## config.mk

```make
export PLATFORM = sky130hd
export DESIGN_NAME = source_text_tokenizer_unit
export DESIGN_NICKNAME = d
export VERILOG_FILES = /design/src/stt_pkg.sv /design/src/stt_scan_core.sv /design/src/stt_tok_buf.sv /design/src/source_text_tokenizer_unit.sv
export VERILOG_INCLUDE_DIRS = /design/src /design/src/src
export SDC_FILE = /design/constraint.sdc
export NUM_CORES = 1
export LEC_CHECK = 0
export BUFFER_PORTS_ARGS = -buffer_cell sky130_fd_sc_hd__buf_2
export CORE_MARGIN = 5
export CORE_UTILIZATION = 45
export DETAILED_ROUTE_END_ITERATION = 10
export SYNTH_ARGS = -nofsm -noshare
export SYNTH_HDL_FRONTEND = slang
export SYNTH_SLANG_ARGS = --single-unit
```

## constraint.sdc

```tcl
create_clock -name clk_i -period 7.4 [get_ports clk_i]
set_input_delay 0.37 -clock clk_i [delete_from_list [all_inputs] [get_ports clk_i]]
set_output_delay 0.37 -clock clk_i [all_outputs]
set_load 0.005 [all_outputs]
```

## src/source_text_tokenizer_unit_defines.svh

```systemverilog
// Assertion macros shared by the tokenizer RTL.
`ifndef SOURCE_TEXT_TOKENIZER_UNIT_DEFINES_SVH
`define SOURCE_TEXT_TOKENIZER_UNIT_DEFINES_SVH

// Condition must hold at every edge out of reset.
`define STT_ASSERT_ALWAYS(lbl, cond, msg) \
  lbl: assert property (@(posedge clk_i) disable iff (!rst_ni) (cond)) else $error(msg);

// Consequent must hold in the same cycle as the antecedent.
`define STT_ASSERT_IMP(lbl, ante, cons, msg) \
  lbl: assert property (@(posedge clk_i) disable iff (!rst_ni) (ante) |-> (cons)) \
    else $error(msg);

// Consequent must hold in the cycle after the antecedent.
`define STT_ASSERT_NEXT(lbl, ante, cons, msg) \
  lbl: assert property (@(posedge clk_i) disable iff (!rst_ni) (ante) |=> (cons)) \
    else $error(msg);

`endif

```

## src/stt_pkg.sv

```systemverilog
// Shared types, character codes and token kinds of the source text tokenizer.
package stt_pkg;

  localparam int POSITION_BITS_DEF = 16;
  localparam int TOK_W             = 16;
  localparam int KIND_W            = 5;
  localparam int MAX_TOKENS        = 3;

  localparam logic [TOK_W-1:0] LINE_MAX = '1;

  // characters
  localparam logic [7:0] CH_NUL    = 8'h00;
  localparam logic [7:0] CH_TAB    = 8'h09;
  localparam logic [7:0] CH_LF     = 8'h0A;
  localparam logic [7:0] CH_CR     = 8'h0D;
  localparam logic [7:0] CH_SPACE  = 8'h20;
  localparam logic [7:0] CH_BANG   = 8'h21;
  localparam logic [7:0] CH_QUOTE  = 8'h22;
  localparam logic [7:0] CH_LPAREN = 8'h28;
  localparam logic [7:0] CH_RPAREN = 8'h29;
  localparam logic [7:0] CH_STAR   = 8'h2A;
  localparam logic [7:0] CH_PLUS   = 8'h2B;
  localparam logic [7:0] CH_COMMA  = 8'h2C;
  localparam logic [7:0] CH_MINUS  = 8'h2D;
  localparam logic [7:0] CH_DOT    = 8'h2E;
  localparam logic [7:0] CH_SLASH  = 8'h2F;
  localparam logic [7:0] CH_0      = 8'h30;
  localparam logic [7:0] CH_9      = 8'h39;
  localparam logic [7:0] CH_SEMI   = 8'h3B;
  localparam logic [7:0] CH_LT     = 8'h3C;
  localparam logic [7:0] CH_EQ     = 8'h3D;
  localparam logic [7:0] CH_GT     = 8'h3E;
  localparam logic [7:0] CH_LBRACE = 8'h7B;
  localparam logic [7:0] CH_RBRACE = 8'h7D;

  // token kinds
  localparam logic [KIND_W-1:0] KIND_LPAREN  = 5'd0;
  localparam logic [KIND_W-1:0] KIND_RPAREN  = 5'd1;
  localparam logic [KIND_W-1:0] KIND_LBRACE  = 5'd2;
  localparam logic [KIND_W-1:0] KIND_RBRACE  = 5'd3;
  localparam logic [KIND_W-1:0] KIND_SEMI    = 5'd4;
  localparam logic [KIND_W-1:0] KIND_COMMA   = 5'd5;
  localparam logic [KIND_W-1:0] KIND_DOT     = 5'd6;
  localparam logic [KIND_W-1:0] KIND_MINUS   = 5'd7;
  localparam logic [KIND_W-1:0] KIND_PLUS    = 5'd8;
  localparam logic [KIND_W-1:0] KIND_SLASH   = 5'd9;
  localparam logic [KIND_W-1:0] KIND_STAR    = 5'd10;
  localparam logic [KIND_W-1:0] KIND_BANG    = 5'd11;  // first operator, '=' form is +1
  localparam logic [KIND_W-1:0] KIND_STRING  = 5'd19;
  localparam logic [KIND_W-1:0] KIND_NUMBER  = 5'd20;
  localparam logic [KIND_W-1:0] KIND_END     = 5'd21;
  localparam logic [KIND_W-1:0] KIND_UNEXP   = 5'd22;
  localparam logic [KIND_W-1:0] KIND_UNTERM  = 5'd23;

  // pending operator codes
  localparam logic [1:0] OP_BANG = 2'd0;
  localparam logic [1:0] OP_EQ   = 2'd1;
  localparam logic [1:0] OP_LT   = 2'd2;
  localparam logic [1:0] OP_GT   = 2'd3;

  typedef enum logic [3:0] {
    MODE_IDLE,
    MODE_SLASH,
    MODE_COMMENT,
    MODE_OPER,
    MODE_NUMBER,
    MODE_NUMDOT,
    MODE_FRACTION,
    MODE_STRING
  } mode_e;

  typedef struct packed {
    logic [TOK_W-1:0]  line;
    logic [TOK_W-1:0]  length;
    logic [TOK_W-1:0]  start;
    logic [KIND_W-1:0] kind;
  } tok_t;

  // tokens caused by one source byte, slot 0 first
  typedef struct packed {
    tok_t [MAX_TOKENS-1:0] tok;
    logic [1:0]            cnt;
  } tok_grp_t;

  function automatic logic is_digit(input logic [7:0] c);
    return (c >= CH_0) && (c <= CH_9);
  endfunction

  // single-character punctuator kind, KIND_UNEXP when none matches
  function automatic logic [KIND_W-1:0] punct_kind(input logic [7:0] c);
    logic [KIND_W-1:0] k;
    case (c)
      CH_LPAREN: k = KIND_LPAREN;
      CH_RPAREN: k = KIND_RPAREN;
      CH_LBRACE: k = KIND_LBRACE;
      CH_RBRACE: k = KIND_RBRACE;
      CH_SEMI:   k = KIND_SEMI;
      CH_COMMA:  k = KIND_COMMA;
      CH_DOT:    k = KIND_DOT;
      CH_MINUS:  k = KIND_MINUS;
      CH_PLUS:   k = KIND_PLUS;
      CH_SLASH:  k = KIND_SLASH;
      CH_STAR:   k = KIND_STAR;
      default:   k = KIND_UNEXP;
    endcase
    return k;
  endfunction

endpackage

```

## src/stt_scan_core.sv

```systemverilog
// Scanner state and per-byte token decision logic.
`include "source_text_tokenizer_unit_defines.svh"

module stt_scan_core import stt_pkg::*; #(
  parameter int POSITION_BITS = POSITION_BITS_DEF
) (
  input  logic       clk_i,
  input  logic       rst_ni,
  input  logic       step_i,
  input  logic [7:0] byte_i,
  output tok_grp_t   grp_o
);

  localparam int PB = POSITION_BITS;

  mode_e            mode_q, mode_d;
  logic [1:0]       pend_q, pend_d;
  logic [PB-1:0]    start_q, start_d;
  logic [PB-1:0]    pos_q, pos_d;
  logic [TOK_W-1:0] line_q, line_d;

  // mode-side results
  logic          pass;
  logic [1:0]    m_n;
  tok_t          m_a, m_b;
  logic          str_nl;
  // between-tokens side results
  logic          i_v;
  tok_t          i_t;
  mode_e         i_mode;
  logic          i_set_start;
  logic [1:0]    i_pend;
  logic          i_pend_v;

  logic [PB-1:0] sp_pos, dot_pos, sp_dot;
  logic [PB:0]   sp_pos_p1;
  logic [KIND_W-1:0] op_kind;
  logic          dig;

  function automatic logic [PB-1:0] span_f(input logic [PB-1:0] e, input logic [PB-1:0] s);
    return (e >= s) ? (e - s) : '0;
  endfunction

  function automatic tok_t mk_tok(input logic [KIND_W-1:0] k, input logic [PB-1:0] s,
                                  input logic [TOK_W-1:0] len, input logic [TOK_W-1:0] ln);
    tok_t t;
    t.kind   = k;
    t.start  = TOK_W'(s);
    t.length = len;
    t.line   = ln;
    return t;
  endfunction

  assign dig       = is_digit(byte_i);
  assign sp_pos    = span_f(pos_q, start_q);
  assign sp_pos_p1 = {1'b0, sp_pos} + (PB+1)'(1);
  assign dot_pos   = (pos_q > start_q) ? (pos_q - PB'(1)) : start_q;
  assign sp_dot    = span_f(dot_pos, start_q);
  assign op_kind   = KIND_BANG + {2'b00, pend_q, 1'b0};

  // tokens closed by the current mode, and whether the byte is rescanned
  always_comb begin
    pass   = 1'b1;
    m_n    = 2'd0;
    m_a    = '0;
    m_b    = '0;
    str_nl = 1'b0;
    unique case (mode_q) inside
      MODE_SLASH: begin
        if (byte_i == CH_SLASH) begin
          pass = 1'b0;
        end else begin
          m_n = 2'd1;
          m_a = mk_tok(KIND_SLASH, start_q, TOK_W'(1), line_q);
        end
      end
      MODE_COMMENT: begin
        if (byte_i != CH_LF && byte_i != CH_NUL) pass = 1'b0;
      end
      MODE_OPER: begin
        m_n = 2'd1;
        if (byte_i == CH_EQ) begin
          pass = 1'b0;
          m_a  = mk_tok(op_kind + KIND_W'(1), start_q, TOK_W'(2), line_q);
        end else begin
          m_a  = mk_tok(op_kind, start_q, TOK_W'(1), line_q);
        end
      end
      MODE_NUMBER, MODE_FRACTION: begin
        if (dig || (mode_q == MODE_NUMBER && byte_i == CH_DOT)) begin
          pass = 1'b0;
        end else begin
          m_n = 2'd1;
          m_a = mk_tok(KIND_NUMBER, start_q, TOK_W'(sp_pos), line_q);
        end
      end
      MODE_NUMDOT: begin
        if (dig) begin
          pass = 1'b0;
        end else begin
          // "12." with no fraction: number, then the dot on its own
          m_n = 2'd2;
          m_a = mk_tok(KIND_NUMBER, start_q, TOK_W'(sp_dot), line_q);
          m_b = mk_tok(KIND_DOT, dot_pos, TOK_W'(1), line_q);
        end
      end
      MODE_STRING: begin
        if (byte_i == CH_QUOTE) begin
          pass = 1'b0;
          m_n  = 2'd1;
          m_a  = mk_tok(KIND_STRING, start_q, TOK_W'(sp_pos_p1), line_q);
        end else if (byte_i == CH_NUL) begin
          m_n  = 2'd1;
          m_a  = mk_tok(KIND_UNTERM, start_q, TOK_W'(sp_pos), line_q);
        end else begin
          pass   = 1'b0;
          str_nl = (byte_i == CH_LF);
        end
      end
      default: ;
    endcase
  end

  // scan of a byte between tokens
  always_comb begin
    i_v         = 1'b0;
    i_t         = '0;
    i_mode      = MODE_IDLE;
    i_set_start = 1'b0;
    i_pend      = OP_BANG;
    i_pend_v    = 1'b0;
    if (byte_i == CH_NUL) begin
      i_v = 1'b1;
      i_t = mk_tok(KIND_END, pos_q, '0, line_q);
    end else if (dig) begin
      i_mode      = MODE_NUMBER;
      i_set_start = 1'b1;
    end else begin
      case (byte_i) inside
        CH_SPACE, CH_CR, CH_TAB, CH_LF: ;
        CH_SLASH: begin
          i_mode      = MODE_SLASH;
          i_set_start = 1'b1;
        end
        CH_QUOTE: begin
          i_mode      = MODE_STRING;
          i_set_start = 1'b1;
        end
        CH_BANG, CH_EQ, CH_LT, CH_GT: begin
          i_mode      = MODE_OPER;
          i_set_start = 1'b1;
          i_pend_v    = 1'b1;
          case (byte_i)
            CH_BANG: i_pend = OP_BANG;
            CH_EQ:   i_pend = OP_EQ;
            CH_LT:   i_pend = OP_LT;
            default: i_pend = OP_GT;
          endcase
        end
        default: begin
          i_v = 1'b1;
          i_t = mk_tok(punct_kind(byte_i), pos_q, TOK_W'(1), line_q);
        end
      endcase
    end
  end

  // next state
  always_comb begin
    mode_d  = mode_q;
    pend_d  = pend_q;
    start_d = start_q;
    line_d  = line_q;
    unique case (mode_q)
      MODE_SLASH:    mode_d = (byte_i == CH_SLASH) ? MODE_COMMENT : MODE_IDLE;
      MODE_COMMENT:  mode_d = pass ? MODE_IDLE : MODE_COMMENT;
      MODE_NUMBER:   mode_d = dig ? MODE_NUMBER : (byte_i == CH_DOT) ? MODE_NUMDOT : MODE_IDLE;
      MODE_NUMDOT:   mode_d = dig ? MODE_FRACTION : MODE_IDLE;
      MODE_FRACTION: mode_d = dig ? MODE_FRACTION : MODE_IDLE;
      MODE_STRING:   mode_d = pass ? MODE_IDLE : (byte_i == CH_QUOTE) ? MODE_IDLE : MODE_STRING;
      default:       mode_d = MODE_IDLE;
    endcase
    if (str_nl && line_q != LINE_MAX) line_d = line_q + TOK_W'(1);
    if (pass) begin
      mode_d = i_mode;
      if (i_set_start) start_d = pos_q;
      if (i_pend_v) pend_d = i_pend;
      if (byte_i == CH_LF && line_q != LINE_MAX) line_d = line_q + TOK_W'(1);
    end
    if (byte_i == CH_NUL) begin
      // every path reaches the end token on a zero byte
      pos_d   = '0;
      start_d = '0;
      line_d  = TOK_W'(1);
    end else if (pos_q != '1) begin
      pos_d = pos_q + PB'(1);
    end else begin
      pos_d = pos_q;
    end
  end

  // pack mode tokens first, then the rescan token
  always_comb begin
    grp_o.tok = '0;
    grp_o.cnt = m_n + {1'b0, pass & i_v};
    unique case (m_n)
      2'd0: grp_o.tok[0] = i_t;
      2'd1: begin
        grp_o.tok[0] = m_a;
        grp_o.tok[1] = i_t;
      end
      default: begin
        grp_o.tok[0] = m_a;
        grp_o.tok[1] = m_b;
        grp_o.tok[2] = i_t;
      end
    endcase
  end

  always_ff @(posedge clk_i or negedge rst_ni) begin
    if (!rst_ni) begin
      mode_q  <= MODE_IDLE;
      pend_q  <= OP_BANG;
      start_q <= '0;
      pos_q   <= '0;
      line_q  <= TOK_W'(1);
    end else if (step_i) begin
      mode_q  <= mode_d;
      pend_q  <= pend_d;
      start_q <= start_d;
      pos_q   <= pos_d;
      line_q  <= line_d;
    end
  end

  `STT_ASSERT_ALWAYS(a_line_nonzero, line_q != '0, "line count reached zero")
  `STT_ASSERT_IMP(a_three_only_numdot, step_i && grp_o.cnt == 2'd3,
                  mode_q == MODE_NUMDOT, "three tokens outside number-dot")
  `STT_ASSERT_NEXT(a_end_restarts, step_i && byte_i == CH_NUL,
                   pos_q == '0 && line_q == TOK_W'(1) && mode_q == MODE_IDLE,
                   "end of source did not restart scanner")

endmodule

```

## src/stt_tok_buf.sv

```systemverilog
// Result register holding one byte's tokens and handing them out one per transfer.
`include "source_text_tokenizer_unit_defines.svh"

module stt_tok_buf import stt_pkg::*; (
  input  logic     clk_i,
  input  logic     rst_ni,
  input  logic     load_i,
  input  tok_grp_t grp_i,
  output logic     free_o,
  output logic     valid_o,
  input  logic     ready_i,
  output tok_t     tok_o,
  output logic     last_o
);

  tok_t [MAX_TOKENS-1:0] tok_q;
  logic [1:0]            cnt_q, cnt_d;
  logic [1:0]            idx_q, idx_d;

  assign valid_o = idx_q < cnt_q;
  assign last_o  = idx_q == (cnt_q - 2'd1);
  assign free_o  = !valid_o || (ready_i && last_o);

  always_comb begin
    case (idx_q)
      2'd1:    tok_o = tok_q[1];
      2'd2:    tok_o = tok_q[2];
      default: tok_o = tok_q[0];
    endcase
  end

  always_comb begin
    cnt_d = cnt_q;
    idx_d = idx_q;
    if (load_i) begin
      cnt_d = grp_i.cnt;
      idx_d = '0;
    end else if (valid_o && ready_i) begin
      if (last_o) begin
        cnt_d = '0;
        idx_d = '0;
      end else begin
        idx_d = idx_q + 2'd1;
      end
    end
  end

  always_ff @(posedge clk_i or negedge rst_ni) begin
    if (!rst_ni) begin
      cnt_q <= '0;
      idx_q <= '0;
    end else begin
      cnt_q <= cnt_d;
      idx_q <= idx_d;
    end
  end

  always_ff @(posedge clk_i) begin
    if (load_i) tok_q <= grp_i.tok;
  end

  `STT_ASSERT_IMP(a_load_when_free, load_i, free_o, "tokens loaded over undelivered ones")
  `STT_ASSERT_NEXT(a_empty_load, load_i && grp_i.cnt == 2'd0, !valid_o, "empty group shows a token")

endmodule

```

## src/source_text_tokenizer_unit.sv

```systemverilog
// Top level of the streaming source text tokenizer.
//
// Source text enters one byte per transfer on the s_axis side and tokens leave one per
// transfer on the m_axis side, each with kind, start offset, length and line; tlast marks
// the last token caused by one byte. A zero byte ends the source: pending tokens are sent,
// then the end token, and offset and line restart at 0 and 1. A byte sits in an input
// register, the scanner decides its zero to three tokens combinationally, and they wait
// in a result register that is drained one token per cycle while m_axis_tready is high.
// A byte that yields at most one token lets the input keep up at one byte per cycle while
// the sink is ready; a byte yielding more tokens holds the scanner until its last is taken.

module source_text_tokenizer_unit import stt_pkg::*; #(
  parameter int POSITION_BITS = POSITION_BITS_DEF
) (
  input  logic        clk_i,
  input  logic        rst_ni,
  input  logic        s_axis_tvalid,
  output logic        s_axis_tready,
  input  logic [7:0]  s_axis_tdata,   // [7:0] source_byte
  output logic        m_axis_tvalid,
  input  logic        m_axis_tready,
  output logic [55:0] m_axis_tdata,   // [4:0] token_kind, [20:5] start_offset,
                                      // [36:21] token_length, [52:37] line_number, rest 0
  output logic        m_axis_tlast    // last_of_run
);

  // input register
  logic       in_vld_q;
  logic [7:0] in_byte_q;
  logic       advance;

  tok_grp_t grp;
  logic     buf_free;
  tok_t     tok_out;

  // the held byte is scanned once the result register can take its tokens
  assign advance       = in_vld_q && buf_free;
  assign s_axis_tready = !in_vld_q || advance;

  always_ff @(posedge clk_i or negedge rst_ni) begin
    if (!rst_ni) begin
      in_vld_q <= 1'b0;
    end else if (s_axis_tready) begin
      in_vld_q <= s_axis_tvalid;
    end
  end

  always_ff @(posedge clk_i) begin
    if (s_axis_tready && s_axis_tvalid) in_byte_q <= s_axis_tdata;
  end

  stt_scan_core #(
    .POSITION_BITS(POSITION_BITS)
  ) u_core (
    .clk_i  (clk_i),
    .rst_ni (rst_ni),
    .step_i (advance),
    .byte_i (in_byte_q),
    .grp_o  (grp)
  );

  stt_tok_buf u_buf (
    .clk_i   (clk_i),
    .rst_ni  (rst_ni),
    .load_i  (advance),
    .grp_i   (grp),
    .free_o  (buf_free),
    .valid_o (m_axis_tvalid),
    .ready_i (m_axis_tready),
    .tok_o   (tok_out),
    .last_o  (m_axis_tlast)
  );

  assign m_axis_tdata = {3'b000, tok_out.line, tok_out.length, tok_out.start, tok_out.kind};

endmodule

```

==> results_dict.tcl <==
set metrics [dict create \
    syn_area_um2 12200 \
    post-dp-hpwl_um 24300 \
    finalHoldViolCount 0 \
    final_common_cell "nand2_1" \
    overflow 0 \
    viasPerCell 6.04 \
    core_area_um2 26800 \
    synth_cells 1306 \
    clockBufferDepth 2 \
    slew_headroom_pct 20.7 \
    synth_warnings 0 \
    start_util_pct 45.4 \
    nFillCells 2469 \
    irDropWorstVdd_mv 0.369 \
    antenna_found_initial 0 \
    pwr_density_cell_nw_per_um2 549 \
    grt.total_usage_pct 22.3 \
    final_antenna_net_count 0 \
    die_h_um 174 \
    postLayoutCoreUtil_pct 49.8 \
    io_buffers 67 \
    synth_seq_cells 195 \
    synth_cell_types 79 \
    cts_tree "built" \
    die_x_um 174 \
    multiInputGateArea_um2 6120 \
    start_kind "flop" \
    wire_per_inst_um 20.5 \
    layout_common_cells "nand2_1, edfxtp_1, o21ai_0" \
    synth_edf_count 137 \
    h-tree-depth 4 \
    grt_pass1_wl_um 54000 \
    crit_slowest_cell "a31oi_1" \
    worstSetupPathType "flop to flop" \
    worstPathArrival_ns 6.05 \
    clkTransAtPathRegs_ns 0.08 \
    drt_first_pass_iters 5 \
    diodes 0 \
    clock_skew_ns 0.0158 \
    syn_to_final_growth_pct 9.66 \
    min_period_ns 5.86 \
    min_period_over_period_pct 79.2 \
    ys_seq_area_share_pct 45.7 \
    die_area_um2 30400 \
    clock_sinks 195 \
    drc_errors 0 \
    rows 60 \
    clock_latency_ns 0.44 \
    worstMarginPinSlew_ns 1.19 \
    cts_hold_buffers 0 \
    gp_congestion 0.934 \
    regArea_um2 5570 \
    crit_path_end_kind "flop" \
    crit_chain "inv_1 -> ha_1 -> inv_1 -> fa_1 -> a211o_1 -> a31oi_1 -> a21oi_1 -> o22ai_2 -> buf_4 -> nor2_1 -> a21oi_1 -> ha_1 -> inv_1 -> fa_1 -> a21o_1 -> a21o_1 -> a21boi_0 -> o311ai_0 -> a21oi_1 -> a211oi_1 -> buf_4 -> a221o_1" \
    drtIter0Drc 1120 \
    ios 71 \
    numCtsBuffers 17 \
    critPathMaxStageDelay_ns 0.51 \
    finalSetupTns_ns 0 \
    grt_pass1_vias 9600 \
    grt_setup_unrepaired "false" \
    wirelength_um 34500 \
    nNetsFinal 1383 \
    min_path_type "primary input to asynchronous set/reset pin" \
    cp.required_ns 7.59 \
    grt_max_degree 67 \
    postCtsSetupRepairBufs 0 \
    syn_avg_cell_area_um2 9.32 \
    layout-drive-gt1-share_pct 10.2 \
    cap_violations 0 \
    setup_violations 0 \
    status "complete, no violations" \
    drv_slew 0 \
    p_leak_uw 0.00518 \
    cts-root-buf "clkbuf_16" \
    crit_fanout 32 \
    max_freq_ghz 0.171 \
    ys_async_sr_fraction_pct 29.7 \
    vias 10136 \
    synth_flop_cell "edfxtp_1" \
    ctsResizeCount 0 \
]
==> cell type report <==
class / count / area share (%)
clock buffers: 17 / 3.19
clock inverters: 15 / 1.38
inverters: 40 / 1.14
multi-input cells: 986 / 45.9
flip-flops and latches: 195 / 41.7
well taps: 341 / 3.20
repair buffers: 85 / 3.52
==> synthesized netlist by cell type (all sizes together) (12+ instances only) <==
master	n	area [um^2]
a21o	12	90.1
or3	16	105
nand2	173	657
nand2b	16	100
ha	44	551
nand4	20	125
buf	15	83.8
inv	40	150
nor4	12	75.1
xor2	21	184
o22ai	22	138
nand3	37	185
a21oi	40	200
nor3	22	126
edfxtp	137	4110
nor2b	25	156
xnor2	46	403
nor2	86	325
a22oi	41	308
o21ai	125	626
and2	68	425
dfrtp	57	1430
a22o	17	149
and3	12	75.1
and4	12	105
clkbuf	72	270
==> power breakdown <==
| part | internal [uW] | switching [uW] |
|---|---|---|
| sequential | 1830 | 237 |
| clock | 463 | 488 |
| combinational | 1570 | 2740 |
| total | 3870 | 3460 |
==> path summary, 6_finish.rpt <==
path,from,to,slack (ns),depth (start not counted)
hold reg to reg,u_buf.idx_q[0],u_buf.idx_q[0],0.52,1
hold / removal,rst_ni,u_core.pos_q[15],0.09,2
setup reg to reg,u_core.pos_q[0],u_buf.tok_q[22],1.54,22
min in group clk_i,s_axis_tdata[1],in_byte_q[1],0.10,1
setup / recovery,u_core.pos_q[0],u_buf.tok_q[22],1.54,22
max in group asynchronous,rst_ni,u_buf.cnt_q[1],6.72,2
==> per-stage QoR <==
stage	std cells	total power (uW)	cell area [um^2]	hold WS, ns	setup slack, ns
after floorplan	1308	5050	12200	0.0744	1.62
after global placement	1647	6360	12700	0.487	1.80
after detailed placement	1647	6390	12700	0.499	1.64
after CTS	1679	7350	13400	0.0770	1.64
after global routing	1679	7860	13400	0.0785	1.15
final	1679	7330	13400	0.0947	1.54
==> cells by family (layout without fill, tap and decap cells) <==
group	after synthesis	after routing	synth area share (%)
flip-flops	195	195	45.7
adder cells (fa/ha/maj)	47	47	4.93
AND/OR/NAND/NOR	527	527	22.1
XOR/XNOR	68	68	5.01
AO/OA/AOI/OAI	336	336	17.7
multiplexers	5	5	0.411
other	1	3	0.0308
buffers and inverters	127	157	4.14
==> worst max-delay path, delay by kind of cell, from the launching register on <==
family          cells  cell delay (ns)
buf+inv             5             0.81
compound gates     12             3.00
fa+ha+maj           4             1.27
simple gates        1             0.07
flops               1             0.46
==> registers in the layout (all words and copies together) (netlist names) <==
register and flops:
u_core.start_q 16, u_core.pos_q 16, in_vld_q 1, u_buf.tok_q 129, u_buf.idx_q 2, u_core.mode_q 3, u_buf.cnt_q 2, in_byte_q 8
u_core.pend_q 2, u_core.line_q 16
==> metal layers <==
metal,global-route usage (%),up-vias,share of wire [%],wire [um]
met5,0,-,0,0
met1,31.2,4896,44,15200
met4,6.57,0,2.6,885
met3,3.46,60,6.7,2290
li1,-,4784,-,-
met2,35.9,396,47,16100
Power figures use the tool's default switching activity.
